<file path="src/rtl/psse_pkg.sv">
// Shared constants and divider step functions for the pulse strength envelope.
`default_nettype none
package psse_pkg;

  // Timestamp bits that take part in the phase computation.
  localparam int TIME_BITS = 32;

  // Configuration register indexes.
  localparam logic [1:0] REG_PULSE_ON = 2'd0;
  localparam logic [1:0] REG_PERIOD   = 2'd1;
  localparam logic [1:0] REG_BASE     = 2'd2;

  // Q16 angle and envelope constants.
  localparam logic [18:0] FULL_TURN_Q16 = 19'd411774;
  localparam logic [17:0] PI_Q16        = 18'd205887;
  localparam logic [16:0] FLOOR_Q16     = 17'd19661;
  localparam logic [15:0] SPAN_Q16      = 16'd45875;
  localparam logic [17:0] HALF_Q16      = 18'd32768;
  localparam logic [8:0]  SAT_MAX       = 9'd255;

  // Bhaskara denominator at x = 0: (5 * pi * pi) >> 16.
  localparam logic [63:0] DEN_FULL64 = (64'd5 * 64'd205887 * 64'd205887) >> 16;
  localparam logic [21:0] DEN_FULL   = DEN_FULL64[21:0];

  // Quotient bit counts of the two angle/sine dividers.
  localparam int ANG_QBITS = 19;
  localparam int SIN_QBITS = 18;

  // One restoring step with a 16-bit divisor; bit 16 of the result is the quotient bit.
  function automatic logic [16:0] div_step16(input logic [15:0] rem, input logic b,
                                             input logic [15:0] d);
    logic [16:0] r;
    r = {rem, b};
    if (r >= {1'b0, d}) begin
      return {1'b1, 16'(r - {1'b0, d})};
    end
    return {1'b0, r[15:0]};
  endfunction

  // One restoring step with a 22-bit divisor and a zero shifted in.
  function automatic logic [22:0] div_step22(input logic [21:0] rem, input logic [21:0] d);
    logic [22:0] r;
    r = {rem, 1'b0};
    if (r >= {1'b0, d}) begin
      return {1'b1, 22'(r - {1'b0, d})};
    end
    return {1'b0, r[21:0]};
  endfunction

endpackage
`default_nettype wire

</file>
<file path="src/rtl/psse_phase.sv">
// Pipelined remainder of the timestamp by the period, one bit per stage.
`default_nettype none
module psse_phase (
  input  wire logic                           clk_i,
  input  wire logic                           rst_ni,
  input  wire logic                           en_i,
  input  wire logic                           valid_i,
  input  wire logic [psse_pkg::TIME_BITS-1:0] t_i,
  input  wire logic [15:0]                    period_i,
  output logic                                valid_o,
  output logic [15:0]                         phase_o
);
  localparam int N = psse_pkg::TIME_BITS;

  logic [N-1:0]  v_q;
  logic [15:0]   rem_q [N];
  logic [N-1:0]  t_q   [N];
  logic [16:0]   step0;

  assign step0 = psse_pkg::div_step16(16'd0, t_i[N-1], period_i);

  // Valid bits move with the data.
  always_ff @(posedge clk_i or negedge rst_ni) begin
    if (!rst_ni) begin
      v_q <= '0;
    end else if (en_i) begin
      v_q <= {v_q[N-2:0], valid_i};
    end
  end

  // Each stage brings down one dividend bit and subtracts the period if it fits.
  always_ff @(posedge clk_i) begin
    if (en_i) begin
      rem_q[0] <= step0[15:0];
      t_q[0]   <= t_i << 1;
      for (int k = 1; k < N; k++) begin
        rem_q[k] <= 16'(psse_pkg::div_step16(rem_q[k-1], t_q[k-1][N-1], period_i));
        t_q[k]   <= t_q[k-1] << 1;
      end
    end
  end

  assign valid_o = v_q[N-1];
  assign phase_o = rem_q[N-1];
endmodule
`default_nettype wire

</file>
<file path="config.mk">
export PLATFORM = sky130hd
export DESIGN_NAME = psse_phase
export DESIGN_NICKNAME = d
export VERILOG_FILES = /design/src/rtl/psse_pkg.sv /design/src/rtl/psse_phase.sv
export SDC_FILE = /design/constraint.sdc
export NUM_CORES = 2
export LEC_CHECK = 0
export BUFFER_PORTS_ARGS = -buffer_cell sky130_fd_sc_hd__buf_2
export CAP_MARGIN = 20
export CORE_UTILIZATION = 60
export DETAILED_ROUTE_END_ITERATION = 10
export PLACE_DENSITY = 0.78
export SLEW_MARGIN = 30
export SYNTH_ARGS = -nofsm -noshare
export SYNTH_HDL_FRONTEND = slang
export SYNTH_SLANG_ARGS = --single-unit
</file>
<file path="constraint.sdc">
create_clock -name clk_i -period 4.8 [get_ports clk_i]
set_input_delay 0.24 -clock clk_i [delete_from_list [all_inputs] [get_ports clk_i]]
set_output_delay 0.24 -clock clk_i [all_outputs]
set_load 0.01 [all_outputs]
</file>
==> summary.txt <==
Outcome
  – Status: finished, violations left
  – Violated checks: DRC

Worst setup path
  – CP arrival: approximately 4.1 ns
  – Crit-path leading delay family: compound AO/OA/AOI/OAI gates
  – CP startpoint kind: register
  – CP dominant cell by count: inv_1
  – Reg2reg end: rem_q[1][254]
  – Depth of the worst register-to-register path: 13
  – Critical Path Max Stage Delay: between 0.7 and 0.8 ns
  – Max FO, Critical Path: 3
  – Worst path buffer plus inverter count: 2
  – WS Path Type: register to register
  – Crit-path cells: inv_1 -> ha_1 -> inv_1 -> fa_1 -> a211oi_1 -> o21a_1 -> nor3_1 -> a2111oi_0 -> o21bai_1 -> a21oi_1 -> o21ai_0 -> xor2_1 -> mux2_2
  – Slowest stage cell, crit path: a2111oi_0
  – Setup slack, reg-to-reg: between 1 and 1.5 ns
  – Setup crit end kind: register
  – R2r startpoint: t_q[1][464]
  – CP required: ~5.3 ns

Synthesis
  – Post-synthesis mux area share: between 6 and 7%
  – Yosys cell types: 86
  – Post-Syn Area: ~0.059 mm²
  – Largest area contributor in the netlist: edfxtp_1
  – Largest family of logic cells by synthesized area: compound AO/OA/AOI/OAI gates
  – Mapped Nets: 5354
  – Post-synth EDFFs: 1008
  – Synth Area in Adders: 11.6%
  – Sequential-to-total area share from yosys stat: 52.8%
  – Post-synth top area share: between 50% and 60%
  – Post-synthesis compound-gate area fraction: between 10% and 20%
  – Seq cells post-synth: around 1000
  – Yosys warns: 0
  – Synth Area in Simple Gates: approximately 8.5%
  – Mean area per synthesized cell: between 10 and 15 µm²
  – Most used DFF post-synth: edfxtp_1
  – Post-synthesis xor/xnor area fraction: 5.71%
  – Synth Instances: ~4800
  – Largest cells by area after synthesis: edfxtp_1 (51%), ha_1 (11%), mux2_2 (5.8%)
  – Fraction of registers with async set or reset after synthesis: under 10%

Floorplanning
  – Core area: a little under 0.1 mm²
  – Die Height: roughly 320 µm
  – Cell Rows: about 110
  – Initial Utilization: slightly above 60%
  – Die X-Extent: between 300 and 400 µm
  – Top Ports: 69
  – DIE AREA: about 0.099 mm²

Clock tree
  – Worst skew pair latency: slightly above 0.7 ns
  – Clock tree buffer depth: 3
  – CTS tree: built
  – Num CTS Buffers: approximately 110
  – Clock sink count: approximately 1000
  – Post-CTS sizing: 0
  – Clock slew at reported path FFs: approximately 0.060 ns
  – Clock root cell: clkbuf_16
  – H-tree levels: 3

Layout
  – Layout cells sized above 1: 14.5%
  – Area growth, synth to finish: 10.9%
  – Most frequent cells in the layout: edfxtp_1 (1008), ha_1 (498), a21oi_1 (373), nor2_1 (307), mux2_2 (304)
  – Post-Layout Cell Count: between 6000 and 7000
  – ANT cells: 0
  – Commonest non-fill, non-tap cell in the layout: edfxtp_1
  – Final #Nets: roughly 5600
  – # fillers: ~7000
  – Fin util: 67.3%

Detailed routing
  – Post-route DRC: 6
  – Via count: slightly below 40000
  – WL/cell: just under 20 µm
  – Vias per inst: between 6 and 7
  – Drt initial violations: around 3000
  – ANT nets after route: 0
  – Drt first pass iters: 8
  – WL final: 125000 µm

Job
  – Max Cap Violations: 0

Global routing
  – Initial antenna violation count: 6
  – Vias in the first global route: about 38000
  – Gr usage total: 25.2%
  – Largest net degree at the start of global routing: roughly 120
  – First-pass GRT wire length: approximately 200000 µm
  – Global route overflow: 0

Worst hold path
  – Hold worst-path end: rem_q[0][2]
  – Hold-critical path depth: 2
  – Hold Path Class: input pin to register
  – Hold Startpoint: period_i[15]

Power and ir drop
  – Pwr dens: 690 mW/mm²
  – Peak VDD IR: 0.387 mV
  – Pleak: ~0.025 µW

Timing
  – FMAX: about 0.27 GHz
  – Final Cycle Share: about 77%
  – Slew Limit Fails: 0
  – Worst slew margin relative to its limit: approximately 36%
  – Unrepaired setup endpoints after global routing: no
  – # setup viols final: 0
  – Clk_skew: approximately 0.037 ns
  – Fin crit period: about 3.7 ns
  – Hold Vio Cnt, Final: 0
  – Setup TNS: 0 ns
  – Slew @ Worst Pin: slightly below 1 ns

Placement
  – I/O Buffers: between 60 and 70
  – Final GP Congestion: around 0.91
  – HPWL Detailed: approximately 86000 µm
  – Dpl cells: between 6000 and 7000
-- cell type report --
cell class | count | area (µm²) | area share, %
Clock buffer | 125 | 2830 | 4.33
Clock inverter | 80 | 805 | 1.23
Inverter | 160 | 603 | 0.924
Multi-Input combinational cell | 3486 | 26800 | 41.0
Sequential cell | 1040 | 31100 | 47.6
Tap cell | 1276 | 1600 | 2.45
Timing Repair Buffer | 196 | 1590 | 2.43
-- logic make-up after synthesis --
family | Yosys count
xor gates and xnor gates | 384
muxes | 358
buffers and inverters | 247
adders and majority gates | 529
DFF | 1040
and+or+nand+nor | 1043
AOI/OAI and AO/OA | 1172
-- layer usage --
metal / vias to the layer above / wire, µm / global-route usage (%)
met5: - / 13 / 0
met4: 2 / 4280 / 9.90
met3: 236 / 7420 / 3.50
met2: 1117 / 57900 / 40.7
met1: 18500 / 55500 / 34.6
li1: 18700 / - / -
-- power by group --
group,internal (µW),switching [µW]
combinational,10100,10900
clock,4770,3640
sequential,13900,1720
-- metrics by stage --
step	setup WS (ns)	instance area (µm²)	power [µW]	hold WS, ns
detailed placement	0.594	61300	36200	0.308
finish	1.13	65300	45100	0.0821
global placement	0.615	61300	35700	0.302
floorplan	0.387	58900	31700	-0.0556
CTS	1.17	65300	45000	0.0128
global route	0.980	65300	48100	0.0844
-- synth_stat cells (32+ instances only) --
cell type	number
nand2b_1	60
clkbuf_1	53
mux2_2	304
a211oi_1	42
o21a_1	60
inv_1	158
nor2b_1	54
o21bai_1	42
dfrtp_1	32
nand4_1	68
nand2_1	242
nand3_1	67
xnor2_1	241
a21oi_1	375
ha_1	498
a21o_1	150
edfxtp_1	1008
nor3_1	91
nor2_1	307
xor2_1	143
o21ai_0	258
a31oi_1	47
-- how the worst max path moves through the flow --
stage | startpoint | endpoint | slack, ns | depth (start not counted)
floorplan | period_i[1] | rem_q[0][164] | 0.39 | 11
global placement | period_i[1] | rem_q[1][161] | 0.61 | 14
detailed placement | period_i[1] | rem_q[0][29] | 0.59 | 13
CTS | t_q[1][464] | rem_q[1][254] | 1.17 | 13
global route | t_q[1][464] | rem_q[1][254] | 0.98 | 13
finish | t_q[1][464] | rem_q[1][254] | 1.13 | 13
-- registers in the layout (all words and copies together) (netlist names) --
| name | count |
|---|---|
| v_q | 32 |
| t_q | 496 |
| rem_q | 512 |
-- timing repair --
action | in CTS | in global routing
hold buffers | 34 | 0
hold endpoints to repair | 65 | 0
setup buffers | 0 | 0
Power figures use the tool's default switching activity.
