`config.mk`:
```
export PLATFORM = sky130hd
export DESIGN_NAME = psse_angle
export DESIGN_NICKNAME = d
export VERILOG_FILES = /design/src/rtl/psse_pkg.sv /design/src/rtl/psse_angle.sv
export SDC_FILE = /design/constraint.sdc
export NUM_CORES = 2
export LEC_CHECK = 0
export ABC_AREA = 1
export BUFFER_PORTS_ARGS = -buffer_cell sky130_fd_sc_hd__buf_2
export CAP_MARGIN = 20
export CORE_MARGIN = 3
export CORE_UTILIZATION = 55
export CTS_CLUSTER_SIZE = 16
export DETAILED_ROUTE_END_ITERATION = 6
export PLACE_DENSITY = 0.71
export SYNTH_ARGS = -nofsm -noshare
export SYNTH_HDL_FRONTEND = slang
export SYNTH_SLANG_ARGS = --single-unit
```
`constraint.sdc`:
```
create_clock -name clk_i -period 2.6 [get_ports clk_i]
set_input_delay 0.52 -clock clk_i [delete_from_list [all_inputs] [get_ports clk_i]]
set_output_delay 0.52 -clock clk_i [all_outputs]
set_load 0.005 [all_outputs]
```
`src/rtl/psse_pkg.sv`:
```
// Shared constants and divider step functions for the pulse strength envelope.
`default_nettype none
package psse_pkg;

  // Timestamp bits that take part in the phase computation.
  localparam int TIME_BITS = 32;

  // Configuration register indexes.
  localparam logic [1:0] REG_PULSE_ON = 2'd0;
  localparam logic [1:0] REG_PERIOD   = 2'd1;
  localparam logic [1:0] REG_BASE     = 2'd2;

  // Q16 angle and envelope constants.
  localparam logic [18:0] FULL_TURN_Q16 = 19'd411774;
  localparam logic [17:0] PI_Q16        = 18'd205887;
  localparam logic [16:0] FLOOR_Q16     = 17'd19661;
  localparam logic [15:0] SPAN_Q16      = 16'd45875;
  localparam logic [17:0] HALF_Q16      = 18'd32768;
  localparam logic [8:0]  SAT_MAX       = 9'd255;

  // Bhaskara denominator at x = 0: (5 * pi * pi) >> 16.
  localparam logic [63:0] DEN_FULL64 = (64'd5 * 64'd205887 * 64'd205887) >> 16;
  localparam logic [21:0] DEN_FULL   = DEN_FULL64[21:0];

  // Quotient bit counts of the two angle/sine dividers.
  localparam int ANG_QBITS = 19;
  localparam int SIN_QBITS = 18;

  // One restoring step with a 16-bit divisor; bit 16 of the result is the quotient bit.
  function automatic logic [16:0] div_step16(input logic [15:0] rem, input logic b,
                                             input logic [15:0] d);
    logic [16:0] r;
    r = {rem, b};
    if (r >= {1'b0, d}) begin
      return {1'b1, 16'(r - {1'b0, d})};
    end
    return {1'b0, r[15:0]};
  endfunction

  // One restoring step with a 22-bit divisor and a zero shifted in.
  function automatic logic [22:0] div_step22(input logic [21:0] rem, input logic [21:0] d);
    logic [22:0] r;
    r = {rem, 1'b0};
    if (r >= {1'b0, d}) begin
      return {1'b1, 22'(r - {1'b0, d})};
    end
    return {1'b0, r[21:0]};
  endfunction

endpackage
`default_nettype wire

```
`src/rtl/psse_angle.sv`:
```
// Phase to Q16 angle: multiply by two pi, then a pipelined divide by the period.
`default_nettype none
module psse_angle (
  input  wire logic        clk_i,
  input  wire logic        rst_ni,
  input  wire logic        en_i,
  input  wire logic        valid_i,
  input  wire logic [15:0] phase_i,
  input  wire logic [15:0] period_i,
  output logic             valid_o,
  output logic [18:0]      angle_o
);
  localparam int Q = psse_pkg::ANG_QBITS;

  logic         mv_q;
  logic [34:0]  prod_q;
  logic [Q-1:0] v_q;
  logic [15:0]  rem_q [Q];
  logic [Q-1:0] low_q [Q];
  logic [Q-1:0] quo_q [Q];
  logic [16:0]  stp   [Q];

  // Restoring step of every stage. The quotient stays below two pi, so the top 16
  // dividend bits are already below the period.
  always_comb begin
    stp[0] = psse_pkg::div_step16(prod_q[34:Q], prod_q[Q-1], period_i);
    for (int k = 1; k < Q; k++) begin
      stp[k] = psse_pkg::div_step16(rem_q[k-1], low_q[k-1][Q-1], period_i);
    end
  end

  always_ff @(posedge clk_i or negedge rst_ni) begin
    if (!rst_ni) begin
      mv_q <= 1'b0;
      v_q  <= '0;
    end else if (en_i) begin
      mv_q <= valid_i;
      v_q  <= {v_q[Q-2:0], mv_q};
    end
  end

  // Multiply stage followed by one quotient bit per stage.
  always_ff @(posedge clk_i) begin
    if (en_i) begin
      prod_q   <= {19'd0, phase_i} * {16'd0, psse_pkg::FULL_TURN_Q16};
      rem_q[0] <= stp[0][15:0];
      low_q[0] <= prod_q[Q-1:0] << 1;
      quo_q[0] <= {{(Q-1){1'b0}}, stp[0][16]};
      for (int k = 1; k < Q; k++) begin
        rem_q[k] <= stp[k][15:0];
        low_q[k] <= low_q[k-1] << 1;
        quo_q[k] <= {quo_q[k-1][Q-2:0], stp[k][16]};
      end
    end
  end

  assign valid_o = v_q[Q-1];
  assign angle_o = quo_q[Q-1];
endmodule
`default_nettype wire

```
==> out/qor.csv <==
stage,metric,value,unit
run_status,status,"finished, violations left",
run_status,failing checks,"DRC, setup timing",
route,post-route ant nets,0,
synthesis,#FFs+latches synth,685,
pwr,leakage power,0.03103,µW
timing,fin crit share,171.1,%
synthesis,Synth Instances,6304,
setup_path,WP buf/inv,4,
timing,final hold violation count,0,
die,Die Wd,308.7,µm
finish,Layout area overhead,18.54,%
placement,I/O Buffers,55,
finish,multi-input combinational cell area,0.02626,mm²
die,die area,0.09531,mm²
timing,Hold WS,0.1133,ns
finish,FILL cells,7575,
clock_tree,worst-case clock buffer depth,3,
route,Top Layer Used,met5,
clock_tree,H-Tree Depth,3,
global_route,largest net degree at the start of global routing,108,
synthesis,Post-synth EDFFs,665,
setup_path,"slowest stage cell, crit path",fa_2,
pwr,Max VDD drop,0.001561,V
route,wl on met1,56640,µm
finish,diodes inserted,0,
setup_path,most frequent cell on the critical path,nand2_1,
finish,layout cell share with drive strength beyond 1,15.54,%
job,maxcap violations,0,
setup_path,Setup crit start kind,input port,
route,First DRT Iteration DRCs,3169,
synthesis,most frequent cell after synthesis,nand2_1,
synthesis,Syn Nets,6889,
setup_path,critical path type,in2reg,
route,DR vias/cell,5.189,
timing,Slew headroom,57.60,%
global_route,vias in the first global route,40288,
hold_path,Hold Crit Class,in2reg,
timing,Max Clock Freq,224.8,MHz
synthesis,most instantiated cells after synthesis,"nand2_1 (2356), inv_1 (1110), edfxtp_1 (665), nand3_1 (501), ha_1 (452)",
pwr,Pwr Density,1393,mW/mm²
clock_tree,TritonCTS Buffers,76,
setup_path,critical path arrival,4.81,ns
global_route,GRT Overall Usage,27.62,%
synthesis,synth warn,0,
die,core area,0.09042,mm²
die,Rows,110,
synthesis,mean area per synthesized cell,7.995,µm²
synthesis,register area share after synthesis,40.61,%
pwr,Final Power,83250,µW
global_route,initial antenna violation count,1,
synthesis,Synth area leader,edfxtp_1,
setup_path,crit end category,flip-flop,
route,Pre-antenna DRT Iters,7,
setup_path,worst path required time,2.97,ns
setup_path,worst-path fanout max,4,
synthesis,ys flop type,edfxtp_1,
clock_tree,clock transition at the registers of the reported paths,0.06,ns
global_route,first-pass GRT wire length,208500,µm
timing,fin. max-slew vios,0,
finish,fin nets,7437,
clock_tree,CTS tree,done,
route,Via Count,41968,
route,# DRC,1,
clock_tree,clk_lat worst skew,0.65,ns
synthesis,"top cells by area, synth","edfxtp_1 (40%), nand2_1 (18%), ha_1 (11%)",
placement,detailed placement HPWL,98770,µm
die,Initial Util,55.74,%
global_route,gr ovfl total,0,
die,die height,308.7,µm
setup_path,"CP delay by family, top",adder cells,
clock_tree,Sink Count,685,
clock_tree,Root Driver,clkbuf_16,
placement,routability cong.,0.9392,
synthesis,Synth top area share,39.62,%
finish,sequential cell area,0.02047,mm²
timing,Final min period,4.447,ns
synthesis,asr flop ratio synth,2.920,%
synthesis,Syn Std Cell Area,0.05040,mm²
die,Ports,56,
route,Detail Route met2 WL,61940,µm
timing,final setup violation count,29,
route,DR WL met3,6342,µm
setup_path,R2R setup slack,0.31,ns
timing,Worst Skew,0.04351,ns
synthesis,post-synthesis cell type count,45,
timing,Final Worst Setup Slack,-1.847,ns
timing,Slew @ Worst Pin,0.6360,ns
timing,RSZ-0062 raised after global routing,true,
route,drt total wl,130300,µm
finish,final core occ,66.07,%
setup_path,CP peak stage delay,0.61,ns
setup_path,worst-path cell chain,"buf_8, fa_2, inv_4, fa_2, fa_2, fa_1, fa_1, inv_2, fa_2, ha_4, nand2_2, inv_2, nand2_1, nand2_2, nand2_1, nand2_2, a21oi_2, nand2_1, nand2_1, nand2_1",
route,Avg WL per Cell,16.12,µm
per-layer routing:
| layer | track usage [%] | vias to the layer above |
|---|---|---|
| met3 | 3.054 | 295 |
| met1 | 35.94 | 19320 |
| met4 | 11.06 | 2 |
| li1 | - | 21263 |
| met2 | 47.37 | 1088 |
| met5 | 0 | - |
power breakdown:
| part | internal [µW] | leakage [µW] | total, µW | switching (µW) |
|---|---|---|---|---|
| combinational | 21100 | 0.0230 | 52100 | 31000 |
| clock | 6640 | 0.00126 | 11200 | 4520 |
| sequential | 17700 | 0.00677 | 19900 | 2290 |
cell type report:
type / instances / share of cell area [%]
clock buffer: 89 / 3.403
sequential: 685 / 34.26
timing repair buffer: 542 / 7.824
multi-input combinational: 4416 / 43.96
tap: 1176 / 2.463
inverter: 1131 / 7.135
clock inverter: 49 / 0.9570
through the flow:
step                setup TNS, ns  setup WS [ns]  instances  area (µm²)
floorplan                  -51.64         -2.095       6304       50860
global placement           -66.93         -2.511       7941       56210
detailed placement         -69.74         -2.581       7941       56210
CTS                        -41.60         -1.766       8087       59470
global route               -45.70         -1.958       8088       59750
finish                     -42.65         -1.847       8088       59750
registers in the layout, indices dropped and copies added, names as in the netlist:
name    cells
low_q     153
rem_q     288
v_q        19
quo_q     190
mv_q        1
prod_q     34
worst register-to-register path, delay by kind of cell, from the launching register on:
family                     cells  cell delay, ns
adders and majority gates      1            0.40
buffers and inverters          1            0.21
DFF                            1            0.45
and+or+nand+nor                7            0.93
cell usage in the layout, fill, tap and decap left out, types with 87 or more instances in the layout:
master,synthesis,layout
nand2_1,2356,2276
inv_1,1110,1059
edfxtp_1,665,665
nand3_1,501,486
buf_4,16,423
ha_1,452,413
nor2_1,286,275
a21oi_1,191,177
nand2_2,40,95
xor2_1,88,87
path summary, 6_finish.rpt:
path / from / to / cells after the start
max in group asynchronous: rst_ni / v_q[9] / 2
worst min-delay path: valid_i / mv_q / 2
min in group asynchronous: rst_ni / v_q[17] / 2
worst max register to register: rem_q[2][7] / rem_q[3][0] / 9
worst min register to register: low_q[2][5] / low_q[3][6] / 0
worst max-delay path: phase_i[13] / prod_q[31] / 20
cells by family after synthesis:
family	after synthesis	share of synthesized area [%]
AND/OR/NAND/NOR	3484	29.74
flip-flops	685	40.61
multiplexers	2	0.04468
adder cells (fa/ha/maj)	549	15.07
buffers and inverters	1203	9.545
AO/OA/AOI/OAI	241	2.550
XOR/XNOR	140	2.433
timing repair:
action                     4_1_cts  5_1_grt
gates resized for setup        144       79
setup buffers                    8        3
setup endpoints to repair       30       30
gates cloned                     0        0
pin swaps                       62       46
hold buffers                     1        0
hold endpoints to repair        20        0
(Power assumes the default switching activity.)
