$ cat src/rtl/psse_pkg.sv
// Shared constants and divider step functions for the pulse strength envelope.
`default_nettype none
package psse_pkg;

  // Timestamp bits that take part in the phase computation.
  localparam int TIME_BITS = 32;

  // Configuration register indexes.
  localparam logic [1:0] REG_PULSE_ON = 2'd0;
  localparam logic [1:0] REG_PERIOD   = 2'd1;
  localparam logic [1:0] REG_BASE     = 2'd2;

  // Q16 angle and envelope constants.
  localparam logic [18:0] FULL_TURN_Q16 = 19'd411774;
  localparam logic [17:0] PI_Q16        = 18'd205887;
  localparam logic [16:0] FLOOR_Q16     = 17'd19661;
  localparam logic [15:0] SPAN_Q16      = 16'd45875;
  localparam logic [17:0] HALF_Q16      = 18'd32768;
  localparam logic [8:0]  SAT_MAX       = 9'd255;

  // Bhaskara denominator at x = 0: (5 * pi * pi) >> 16.
  localparam logic [63:0] DEN_FULL64 = (64'd5 * 64'd205887 * 64'd205887) >> 16;
  localparam logic [21:0] DEN_FULL   = DEN_FULL64[21:0];

  // Quotient bit counts of the two angle/sine dividers.
  localparam int ANG_QBITS = 19;
  localparam int SIN_QBITS = 18;

  // One restoring step with a 16-bit divisor; bit 16 of the result is the quotient bit.
  function automatic logic [16:0] div_step16(input logic [15:0] rem, input logic b,
                                             input logic [15:0] d);
    logic [16:0] r;
    r = {rem, b};
    if (r >= {1'b0, d}) begin
      return {1'b1, 16'(r - {1'b0, d})};
    end
    return {1'b0, r[15:0]};
  endfunction

  // One restoring step with a 22-bit divisor and a zero shifted in.
  function automatic logic [22:0] div_step22(input logic [21:0] rem, input logic [21:0] d);
    logic [22:0] r;
    r = {rem, 1'b0};
    if (r >= {1'b0, d}) begin
      return {1'b1, 22'(r - {1'b0, d})};
    end
    return {1'b0, r[21:0]};
  endfunction

endpackage
`default_nettype wire

$ cat src/rtl/psse_sine.sv
// Bhaskara sine magnitude: fold, numerator term, denominator and a pipelined divide.
`default_nettype none
module psse_sine (
  input  wire logic        clk_i,
  input  wire logic        rst_ni,
  input  wire logic        en_i,
  input  wire logic        valid_i,
  input  wire logic [18:0] angle_i,
  output logic             valid_o,
  output logic             neg_o,
  output logic [17:0]      abs_sin_o
);
  localparam int Q = psse_pkg::SIN_QBITS;

  logic [2:0]   pv_q;
  logic         neg1_q, neg2_q, neg3_q;
  logic [17:0]  x_q;
  logic [17:0]  xpm_q;
  logic [21:0]  den_q;
  logic [19:0]  num_q;
  logic [35:0]  xprod;
  logic         fold;
  logic [Q-1:0] v_q;
  logic [Q-1:0] neg_q;
  logic [21:0]  rem_q [Q];
  logic [21:0]  den_s [Q];
  logic [Q-1:0] quo_q [Q];
  logic [22:0]  stp   [Q];

  assign fold  = angle_i > {1'b0, psse_pkg::PI_Q16};
  assign xprod = {18'd0, x_q} * {18'd0, 18'(psse_pkg::PI_Q16 - x_q)};

  // Restoring step of every divider stage.
  always_comb begin
    stp[0] = psse_pkg::div_step22({2'b00, num_q}, den_q);
    for (int k = 1; k < Q; k++) begin
      stp[k] = psse_pkg::div_step22(rem_q[k-1], den_s[k-1]);
    end
  end

  always_ff @(posedge clk_i or negedge rst_ni) begin
    if (!rst_ni) begin
      pv_q <= '0;
      v_q  <= '0;
    end else if (en_i) begin
      pv_q <= {pv_q[1:0], valid_i};
      v_q  <= {v_q[Q-2:0], pv_q[2]};
    end
  end

  // Fold the second half period, form x*(pi-x), then the denominator.
  always_ff @(posedge clk_i) begin
    if (en_i) begin
      neg1_q <= fold;
      x_q    <= fold ? 18'(angle_i - {1'b0, psse_pkg::PI_Q16}) : angle_i[17:0];
      neg2_q <= neg1_q;
      xpm_q  <= xprod[33:16];
      neg3_q <= neg2_q;
      den_q  <= psse_pkg::DEN_FULL - {2'b00, xpm_q, 2'b00};
      num_q  <= {xpm_q, 2'b00};
    end
  end

  // (xpm << 20) / den, one quotient bit per stage; the low dividend bits are zero.
  always_ff @(posedge clk_i) begin
    if (en_i) begin
      rem_q[0] <= stp[0][21:0];
      den_s[0] <= den_q;
      quo_q[0] <= {{(Q-1){1'b0}}, stp[0][22]};
      neg_q[0] <= neg3_q;
      for (int k = 1; k < Q; k++) begin
        rem_q[k] <= stp[k][21:0];
        den_s[k] <= den_s[k-1];
        quo_q[k] <= {quo_q[k-1][Q-2:0], stp[k][22]};
        neg_q[k] <= neg_q[k-1];
      end
    end
  end

  assign valid_o   = v_q[Q-1];
  assign neg_o     = neg_q[Q-1];
  assign abs_sin_o = quo_q[Q-1];
endmodule
`default_nettype wire

$ cat config.mk
export PLATFORM = sky130hd
export DESIGN_NAME = psse_sine
export DESIGN_NICKNAME = d
export VERILOG_FILES = /design/src/rtl/psse_pkg.sv /design/src/rtl/psse_sine.sv
export SDC_FILE = /design/constraint.sdc
export NUM_CORES = 2
export LEC_CHECK = 0
export BUFFER_PORTS_ARGS = -buffer_cell sky130_fd_sc_hd__buf_4
export CAP_MARGIN = 20
export CORE_MARGIN = 1.5
export CORE_UTILIZATION = 45
export CTS_BUF_LIST = sky130_fd_sc_hd__clkbuf_4 sky130_fd_sc_hd__clkbuf_8
export CTS_CLUSTER_SIZE = 14
export DETAILED_ROUTE_END_ITERATION = 8
export HOLD_SLACK_MARGIN = 0.02
export PLACE_DENSITY_LB_ADDON = 0.15
export SLEW_MARGIN = 20
export SYNTH_ARGS = -nofsm -noshare
export SYNTH_HDL_FRONTEND = slang
export SYNTH_SLANG_ARGS = --single-unit
$ cat constraint.sdc
create_clock -name clk_i -period 13.1 [get_ports clk_i]
set_input_delay 2.62 -clock clk_i [delete_from_list [all_inputs] [get_ports clk_i]]
set_output_delay 2.62 -clock clk_i [all_outputs]
set_load 0.03 [all_outputs]
==> results.sh <==
export IMPL_hold_path_class="register to register"
export IMPL_max_slew_worst_pin_slew_ns=1.187
export IMPL_grt_pass1_wl_mm=176.9
export IMPL_final_fill_count=11340
export IMPL_detail_route_first_pass_iterations=5
export IMPL_drcViolationCount=0
export IMPL_grt_max_degree=190
export IMPL_postSynth_asyncResetShare=0.02227
export IMPL_clockBufferDepth=3
export IMPL_via_count=35070
export IMPL_timing_critical_path_fanout_max=30
export IMPL_synthMostInstantiatedCell="sky130_fd_sc_hd__edfxtp_1"
export IMPL_clk_latency_ns=0.85
export IMPL_worst_hold_slack_ns=0.4004
export IMPL_detail_route_vias_per_cell=5.167
export IMPL_io_buffers=41
export IMPL_area_used_by_multi_input_combinational_logic_mm2=0.02641
export IMPL_place_gp_congestion=0.8462
export IMPL_critical_path_n_buffers_inverters=7
export IMPL_h_tree_depth=4
export IMPL_cap_violations=0
export IMPL_rsz0062_at_grt="false"
export IMPL_syn_inst=4854
export IMPL_crit_arrival_ns=9.44
export IMPL_postCtsSetupRepairBufs=0
export IMPL_number_of_buffers_added_to_fix_hold_violations_after_cts=0
export IMPL_numCtsBuffers=167
export IMPL_critPathKind="register to register"
export IMPL_outcome="complete, no violations"
export IMPL_synth_largest_area_cell="sky130_fd_sc_hd__edfxtp_1"
export IMPL_coreArea_mm2=0.1274
export IMPL_synth_area_per_cell_um2=11.89
export IMPL_groute_usage_overall=0.1666
export IMPL_finalNetCount=5731
export IMPL_worst_setup_path_start_kind="register"
export IMPL_row_count=131
export IMPL_hold_violations=0
export IMPL_post_synth_num_cell_types=87
export IMPL_critical_path_top_delay_family="adder cells"
export IMPL_final_min_clock_period_ns=8.853
export IMPL_initial_core_util=0.4533
export IMPL_fp_dieH_um=361.2
export IMPL_tritoncts="yes"
export IMPL_worst_slew_margin_rel=0.2086
export IMPL_slew_viol_final=0
export IMPL_die_width_um=361.2
export IMPL_clock_sinks=943
export IMPL_netlist_top_cells_area="sky130_fd_sc_hd__edfxtp_1 48%, sky130_fd_sc_hd__ha_1 9.6%, sky130_fd_sc_hd__fa_1 9.0%"
export IMPL_synth_commonest_cells="922 x sky130_fd_sc_hd__edfxtp_1, 709 x sky130_fd_sc_hd__inv_1, 445 x sky130_fd_sc_hd__ha_1, 316 x sky130_fd_sc_hd__nor2_1, 270 x sky130_fd_sc_hd__a21oi_1"
export IMPL_timing_final_setup_violations=0
export IMPL_synth_seq_cells=943
export IMPL_slowest_delay_ns=0.69
export IMPL_fin_crit_sh=0.6758
export IMPL_post_cts_resized_instances=0
export IMPL_synth_area_mm2=0.05774
export IMPL_cts_root_buffer="sky130_fd_sc_hd__clkbuf_8"
export IMPL_clock_skew_final_ns=0.03104
export IMPL_synthesis_yosys_warnings=0
export IMPL_synthToLayoutAreaGrowth_pct=9.457
export IMPL_drtAntennaViolNets=0
export IMPL_die_area_mm2=0.1305
export IMPL_synth_seq_area_share=0.4886
export IMPL_antenna_found_initial=2
export IMPL_worst_setup_path_end_kind="register"
export IMPL_drt_iter0_drc=1641
export IMPL_tns_ns=0
export IMPL_fmax_achieved_mhz=113.0
export IMPL_global_route_overflow_total=0
export IMPL_yosys_most_used_dff="sky130_fd_sc_hd__edfxtp_1"
export IMPL_wl_per_cell_um=15.65
export IMPL_wire_length_after_detailed_routing_mm=106.2
export IMPL_sequential_cell_area_mm2=0.02821
export IMPL_post_dp_hpwl_mm=77.04
export IMPL_ios=43
export IMPL_yosysTopAreaCellShare=0.4795
export IMPL_first_global_vias=36270
export IMPL_timing_critical_path_mode_cell="sky130_fd_sc_hd__fa_1"
export IMPL_fraction_of_final_layout_cells_with_drive_strength_greater_than_1=0.1093
export IMPL_worst_case_register_to_register_setup_slack_ns=4.25
export IMPL_cpMaxStageDelayCell="sky130_fd_sc_hd__ha_1"
export IMPL_critical_path_required_ns=13.69
export IMPL_cts_clk_slew_worst_paths_ns=0.06
export IMPL_number_of_synthesized_flops_with_an_enable_pin=922
==> final timing paths <==
| check | from | endpoint | cells past startpoint |
|---|---|---|---|
| worst max-delay path | x_q[6] | xpm_q[17] | 29 |
| worst max register to register | x_q[6] | xpm_q[17] | 29 |
| min in group asynchronous | rst_ni | pv_q[1] | 1 |
| worst min register to register | quo_q[10][4] | quo_q[11][5] | 0 |
| worst min-delay path | quo_q[10][4] | quo_q[11][5] | 0 |
| max in group asynchronous | rst_ni | v_q[5] | 1 |
==> cell type report <==
| cell class | instances | share of cell area |
|---|---|---|
| Multi-Input combinational cell | 3102 | 0.4180 |
| Antenna cell | 1 | 0.00003960 |
| Clock inverter | 68 | 0.006831 |
| Tap cell | 1662 | 0.03291 |
| Clock buffer | 222 | 0.04379 |
| Sequential cell | 943 | 0.4464 |
| Timing Repair Buffer | 76 | 0.009741 |
| Inverter | 712 | 0.04229 |
==> worst reg2reg max path, delay by kind of cell (launching register included) <==
kind	cells	cell delay, ns
adder cells (fa/ha/maj)	9	4.56
AND/OR/NAND/NOR	5	0.93
AO/OA/AOI/OAI	7	1.55
XOR/XNOR	1	0.07
flip-flops	1	0.32
buffers and inverters	7	1.13
==> cell usage in the layout (no fill, tap or decap), types with 24 or more instances in the layout <==
master / n
sky130_fd_sc_hd__xor2_1: 120
sky130_fd_sc_hd__buf_4: 72
sky130_fd_sc_hd__o21bai_1: 25
sky130_fd_sc_hd__nand3_1: 58
sky130_fd_sc_hd__a21oi_1: 267
sky130_fd_sc_hd__o21a_1: 66
sky130_fd_sc_hd__edfxtp_1: 922
sky130_fd_sc_hd__a31oi_1: 25
sky130_fd_sc_hd__and2_1: 30
sky130_fd_sc_hd__fa_1: 261
sky130_fd_sc_hd__clkbuf_8: 176
sky130_fd_sc_hd__clkinv_1: 42
sky130_fd_sc_hd__ha_1: 445
sky130_fd_sc_hd__mux2_2: 154
sky130_fd_sc_hd__o21ai_0: 151
sky130_fd_sc_hd__clkbuf_4: 46
sky130_fd_sc_hd__nor2b_1: 70
sky130_fd_sc_hd__nand2b_1: 100
sky130_fd_sc_hd__a211oi_1: 43
sky130_fd_sc_hd__xnor2_1: 167
sky130_fd_sc_hd__nor2_1: 316
sky130_fd_sc_hd__nand2_1: 266
sky130_fd_sc_hd__and3_1: 24
sky130_fd_sc_hd__a21o_1: 104
sky130_fd_sc_hd__inv_1: 709
sky130_fd_sc_hd__mux2_1: 35
sky130_fd_sc_hd__nor3_1: 74
==> state kept, by name, indices dropped and copies added (netlist names) <==
| signal | flops |
|---|---|
| rem_q | 353 |
| den_s | 323 |
| quo_q | 153 |
| den_q | 18 |
| neg_q | 18 |
| num_q | 18 |
| v_q | 18 |
| x_q | 18 |
| xpm_q | 18 |
| pv_q | 3 |
| neg1_q | 1 |
| neg2_q | 1 |
| neg3_q | 1 |
==> kinds of logic (layout without fill, tap and decap cells) <==
kind of cell	Yosys count	after routing	synth area share
buf+inv	810	1078	0.05426
compound gates	860	860	0.09800
other cells	1	3	0.00006495
flops	943	943	0.4886
fa+ha+maj	706	706	0.1869
xor+xnor	287	287	0.04354
mux	221	221	0.04440
simple gates	1026	1026	0.08415
==> metal layers <==
metal  GRT usage  wire length (µm)
met2      0.3152             57010
met4     0.06097              2959
met5           0                 0
met3     0.02954              3401
met1      0.1850             42820
==> through the flow <==
step	worst slack, ns	utilization	area (µm²)	instances
finish	4.247	0.4962	63200	6786
global route	3.648	0.4962	63200	6786
CTS	4.271	0.4962	63190	6785
detailed placement	4.313	0.4711	59990	6495
global placement	4.438	0.4711	59990	6495
floorplan	5.338	-	57740	4855
Power is left out: the tool's default activity adds up to more than one toggle a clock period on the data nets, which glitch-free logic cannot reach.
